## src/src_pkg.sv

```systemverilog
// Package for the source route cache: constants, status codes, item kinds,
// front-to-back command type and the bucket hash. No dependencies.
package src_pkg;

    localparam int unsigned DefBuckets  = 32;
    localparam int unsigned DefWays     = 4;
    localparam int unsigned DefTimeBits = 32;

    localparam logic [47:0] FuncAddr   = 48'hC000_0004_0000;
    localparam logic [15:0] BcastRcf   = 16'hC220;
    localparam logic [31:0] ExpireRst  = 32'd600;
    localparam logic [47:0] BcastRst   = 48'hFFFF_FFFF_FFFF;

    localparam logic [1:0] CfgExpire = 2'd0;
    localparam logic [1:0] CfgBcast  = 2'd1;

    typedef enum logic [1:0] {
        K_TX   = 2'd0,
        K_LRN  = 2'd1,
        K_TICK = 2'd2,
        K_NONE = 2'd3
    } t_kind;

    typedef enum logic [3:0] {
        S_ROUTED  = 4'd0,
        S_LOCAL   = 4'd1,
        S_MISS    = 4'd2,
        S_BCAST   = 4'd3,
        S_ADDED   = 4'd4,
        S_UPDATED = 4'd5,
        S_REFRESH = 4'd6,
        S_DROPPED = 4'd7,
        S_TICK    = 4'd8
    } t_status;

    // Classified command passed from front to back.
    typedef struct packed {
        t_kind        kind;
        logic         bcast;
        logic [47:0]  addr;
        logic         usable;
        logic [15:0]  rcf;
        logic [63:0]  seg_lo;
        logic [63:0]  seg_hi;
        logic [7:0]   ifn;
        logic [7:0]   bucket;
    } t_cmd;

    // Shift-xor hash of the address bytes, first byte most significant.
    // The full folded value is returned; the caller reduces it to a bucket.
    function automatic logic [17:0] hash_addr(input logic [47:0] a);
        logic [17:0] x;
        x = {10'd0, a[47:40]};
        x = (x << 2) ^ {10'd0, a[39:32]};
        x = (x << 2) ^ {10'd0, a[31:24]};
        x = (x << 2) ^ {10'd0, a[23:16]};
        x = (x << 2) ^ {10'd0, a[15:8]};
        x = (x << 2) ^ {10'd0, a[7:0]};
        x = x ^ (x >> 8);
        return x;
    endfunction

endpackage

```

## src/src_front.sv

```systemverilog
// Front end: accepts input transactions, classifies them and queues commands.
// Depends on src_pkg.
module src_front #(
    parameter int unsigned BUCKETS = src_pkg::DefBuckets
) (
    input  logic          i_clk,
    input  logic          i_rst_n,
    input  logic          i_valid,
    output logic          o_ready,
    input  logic [1:0]    i_kind,
    input  logic [47:0]   i_addr,
    input  logic [15:0]   i_rcf,
    input  logic [63:0]   i_seg_lo,
    input  logic [63:0]   i_seg_hi,
    input  logic [7:0]    i_ifn,
    input  logic [47:0]   i_bcast_addr,
    output logic          o_cmd_valid,
    input  logic          i_cmd_ready,
    output src_pkg::t_cmd o_cmd
);
    import src_pkg::*;
    // Bucket reduction: a mask for a power of two, otherwise a reciprocal
    // multiplication that is exact for every 18-bit hash value.
    localparam bit          BPow2      = ((BUCKETS & (BUCKETS - 1)) == 0);
    localparam int unsigned RecipShift = 26;
    localparam longint unsigned Recip  =
        ((64'd1 << RecipShift) + 64'(BUCKETS) - 64'd1) / 64'(BUCKETS);

    t_cmd        r_q [2];
    logic [1:0]  r_cnt, n_cnt;
    logic        r_rd, r_wr;
    t_cmd        w_cmd;
    logic [47:0] w_a;
    logic        w_push, w_pop;
    logic [17:0] w_hash, w_quot, w_rem, w_bsel;
    logic [43:0] w_prod;

    // Classification of the incoming item.
    always_comb begin
        w_a = (i_kind == K_LRN) ? {1'b0, i_addr[46:0]} : i_addr;
        w_hash = hash_addr(w_a);
        w_prod = {26'd0, w_hash} * {18'd0, 26'(Recip)};
        w_quot = 18'(w_prod >> RecipShift);
        w_rem  = w_hash - 18'(w_quot * BUCKETS);
        w_bsel = BPow2 ? (w_hash & 18'(BUCKETS - 1)) : w_rem;
        w_cmd.kind   = t_kind'(i_kind);
        w_cmd.bcast  = (i_addr == i_bcast_addr) || (i_addr == FuncAddr);
        w_cmd.addr   = w_a;
        w_cmd.usable = i_addr[47] && (i_rcf[12:8] > 5'd2);
        w_cmd.rcf    = i_rcf;
        w_cmd.seg_lo = i_seg_lo;
        w_cmd.seg_hi = i_seg_hi;
        w_cmd.ifn    = i_ifn;
        w_cmd.bucket = w_bsel[7:0];
    end

    assign o_ready = (r_cnt != 2'd2);
    // Kind 3 is swallowed without reaching the queue.
    assign w_push  = i_valid && o_ready && (i_kind != K_NONE);
    assign w_pop   = o_cmd_valid && i_cmd_ready;
    assign o_cmd_valid = (r_cnt != 2'd0);
    assign o_cmd   = r_q[r_rd];

    always_comb begin
        n_cnt = r_cnt + 2'(w_push) - 2'(w_pop);
    end

    // Two-entry command queue.
    always_ff @(posedge i_clk) begin
        if (!i_rst_n) begin
            r_cnt <= '0;
            r_rd  <= 1'b0;
            r_wr  <= 1'b0;
        end else begin
            r_cnt <= n_cnt;
            if (w_push) r_wr <= ~r_wr;
            if (w_pop)  r_rd <= ~r_rd;
        end
        if (w_push) r_q[r_wr] <= w_cmd;
    end

    a_cnt_range: assert property (@(posedge i_clk) disable iff (!i_rst_n)
        r_cnt != 2'd3) else $error("queue count out of range");
    a_no_push_full: assert property (@(posedge i_clk) disable iff (!i_rst_n)
        r_cnt == 2'd2 |-> !w_push) else $error("push into full queue");
    a_empty_valid: assert property (@(posedge i_clk) disable iff (!i_rst_n)
        (r_cnt == 2'd0) == !o_cmd_valid) else $error("queue valid mismatch");
endmodule

```

## config.mk

```make
export PLATFORM = sky130hd
export DESIGN_NAME = src_front
export DESIGN_NICKNAME = d
export VERILOG_FILES = /design/src/src_pkg.sv /design/src/src_front.sv
export SDC_FILE = /design/constraint.sdc
export NUM_CORES = 1
export LEC_CHECK = 0
export BUFFER_PORTS_ARGS = -buffer_cell sky130_fd_sc_hd__clkbuf_2
export CELL_PAD_IN_SITES_DETAIL_PLACEMENT = 0
export CELL_PAD_IN_SITES_GLOBAL_PLACEMENT = 1
export CORE_ASPECT_RATIO = 1.4
export CORE_UTILIZATION = 45
export CTS_BUF_LIST = sky130_fd_sc_hd__clkbuf_8
export CTS_CLUSTER_DIAMETER = 40
export DETAILED_ROUTE_END_ITERATION = 7
export GPL_TIMING_DRIVEN = 1
export PLACE_DENSITY = 0.79
export SLEW_MARGIN = 20
export SYNTH_ARGS = -nofsm -noshare
export SYNTH_HDL_FRONTEND = slang
export SYNTH_SLANG_ARGS = --single-unit
export TNS_END_PERCENT = 5
```

## constraint.sdc

```tcl
create_clock -name i_clk -period 15.1 [get_ports i_clk]
set_clock_uncertainty 0.05 [all_clocks]
set_input_delay 2.265 -clock i_clk [delete_from_list [all_inputs] [get_ports i_clk]]
set_output_delay 2.265 -clock i_clk [all_outputs]
set_load 0.005 [all_outputs]
```

==> metrics.txt <==
initial antenna violation count=6; CP max stage cell=dfxtp_4; Vias=9006; Final Hold Vio Count=0; Max Cap Violations=0; H-tree depth=2; # nets final=1552; Post-Route WL=37.10 mm; core area=0.03611 mm^2; top cell type's share of synthesized area=75.49%; HP Class=flip-flop to flip-flop; CTS max path bufs=3; WP data required=12.79 ns; Yosys warning count=0; RSZ-0062 raised after global routing=false; Post-Layout Cell Count=1811; # resized after CTS=0; largest net degree at the start of global routing=148; CTS Buf Count=61; port bufs=464; Die Y=229.4 um; initial core utilization=46.04%; Max FO, Critical Path=147; Critical Path End Type=output port; final max-slew violation count=0; First-pass DRT Iterations=4; Post-DRT Antenna Nets=0; Top Ports=468; Root Driver=clkbuf_8; final critical-path share of the clock period=36.30%; DR WL/cell=20.48 um; maximum clock rate=182.4 MHz; Setup Buffers After CTS=0; dpl hpwl=25.65 mm; crit start category=flip-flop; total grt overflow=0; Cell Chain, Critical Path=buf_12 -> mux2_2 -> clkbuf_2; Cell Pwr Density=148.4 mW/mm^2; Final GP Congestion=0.8487; Worst-Skew Late Latency=0.59 ns; Yosys top cell by area=edfxtp_1; die area=0.03773 mm^2; drt via density=4.973; Worst path max stage delay=1.05 ns; min cycle time layout=5.481 ns; Post-Syn Area=0.01663 mm^2; static leakage=7.961 nW; Seq cells post-synth=423; setup ws final=9.619 ns; worst-margin pin slew=1.093 ns; # DRC=0; Synth-to-Final Area Change=24.06%; Num Clock Sinks=423; synthesized area per cell=21.15 um^2; status=finished clean; Final setup viols=0; ratio of cells with drive above 1 in the final layout=56.91%; Rel. slew slack=27.11%; vias in the first global route=9340; maximum VDD drop=0.1224 mV; 1st-iter DRT viols=497; cts hold-fix bufs=0; Area contributors post-synth=edfxtp_1 (75%), mux2_4 (9.0%), mux2_2 (7.4%); TNS Setup=0 ns; gr usage total=19.12%; Mapped Cells=786; DIE WIDTH=164.5 um; post-synthesis sequential area ratio=76.09%; global-route wire length before repair=52.77 mm; arrival time worst endpoint=3.17 ns; Placement Setup Slack=10.02 ns; Pwr Total=3.062 mW; # rows=82; Cells after DPL=1695; clock-pin transition on the worst setup and hold timing paths=0.06 ns; TritonCTS clock tree=yes; critical path class=flip-flop to output port; Netlist cell types=29
[cells in the final DEF, fill, tap and decap left out, types with 2 or more instances in the layout]
cell type,count
conb_1,3
edfxtp_1,418
xnor2_1,71
clkinv_2,10
xor2_1,3
bufinv_16,7
and2_1,3
ha_1,2
clkbuf_2,464
nand4_1,15
nor4b_1,3
nor2_4,2
clkbuf_8,62
diode_2,3
nor4_1,12
buf_4,6
mux2_4,100
inv_1,26
mux2_2,109
nor2b_1,3
dfxtp_1,4
clkinv_1,8
clkinvlp_4,2
[routing by layer]
layer	track usage [%]	routed length (um)	vias to the layer above
li1	-	-	4128
met1	18.56	12170	4396
met3	5.940	2992	75
met2	35.98	20480	401
met5	0	44	-
met4	8.716	1408	6
[state kept, by name (all words and copies together), names as in the netlist, named ones only]
name	flops
r_rd	1
r_wr	1
r_q	418
r_cnt	2
[cell families after synthesis]
kind of cell | share of synthesized area [%]
xor+xnor | 3.898
other cells | 0.02255
fa+ha+maj | 0.1505
simple gates | 1.603
flops | 76.09
compound gates | 0.2334
mux | 16.41
buf+inv | 1.588
[critical path: cells and delay by family (launching register included)]
family / cells / cell delay, ns
flops: 1 / 1.05
buf+inv: 2 / 0.80
mux: 1 / 0.44
[power breakdown]
group / total [mW] / switching [mW] / internal [mW] / leakage (nW)
sequential: 1.47 / 0.0499 / 1.42 / 3.91
combinational: 0.674 / 0.315 / 0.359 / 3.33
clock: 0.916 / 0.413 / 0.503 / 0.723
total: 3.06 / 0.777 / 2.28 / 7.96
[path summary, 6_finish.rpt]
path         depth (start not counted)  slack [ns]         end  startpoint
max                                  3        9.62   o_cmd[12]   flip-flop
min                                  2        0.50   flip-flop        r_rd
max reg2reg                          5       11.98  r_q[1][97]    r_cnt[0]
min reg2reg                          2        0.50   flip-flop        r_rd
[synthesized netlist by cell type, drive strengths merged]
| cell | count |
|---|---|
| o21a | 1 |
| nor3 | 1 |
| ha | 2 |
| a31o | 1 |
| mux2 | 209 |
| nand4 | 15 |
| buf | 26 |
| dfxtp | 5 |
| nor4 | 12 |
| conb | 1 |
| a2111oi | 1 |
| nor2b | 3 |
| inv | 3 |
| a31oi | 1 |
| nor2 | 2 |
| nand2b | 1 |
| nor4b | 3 |
| and2 | 3 |
| a21boi | 1 |
| nand3 | 1 |
| or2 | 1 |
| xnor2 | 71 |
| xor2 | 3 |
| edfxtp | 418 |
| nand2 | 1 |
[metrics by stage]
step	hold WS (ns)	utilization, %	area (um^2)
after floorplan	0.4542	-	16630
after global placement	0.4690	53.62	19370
after detailed placement	0.4803	53.62	19370
after CTS	0.5047	57.10	20620
after global routing	0.5465	57.12	20630
final	0.4988	57.12	20630
[final cells by class]
cell class	count	area, um^2
Antenna cell	3	7.507
Clock buffer	62	853.3
Clock inverter	51	400.4
Fill cell	2852	15490
Inverter	3	11.26
Multi-Input combinational cell	336	3734
Sequential cell	423	12660
Tap cell	462	578.1
Timing Repair Buffer	471	2387
(Power assumes the default switching activity.)
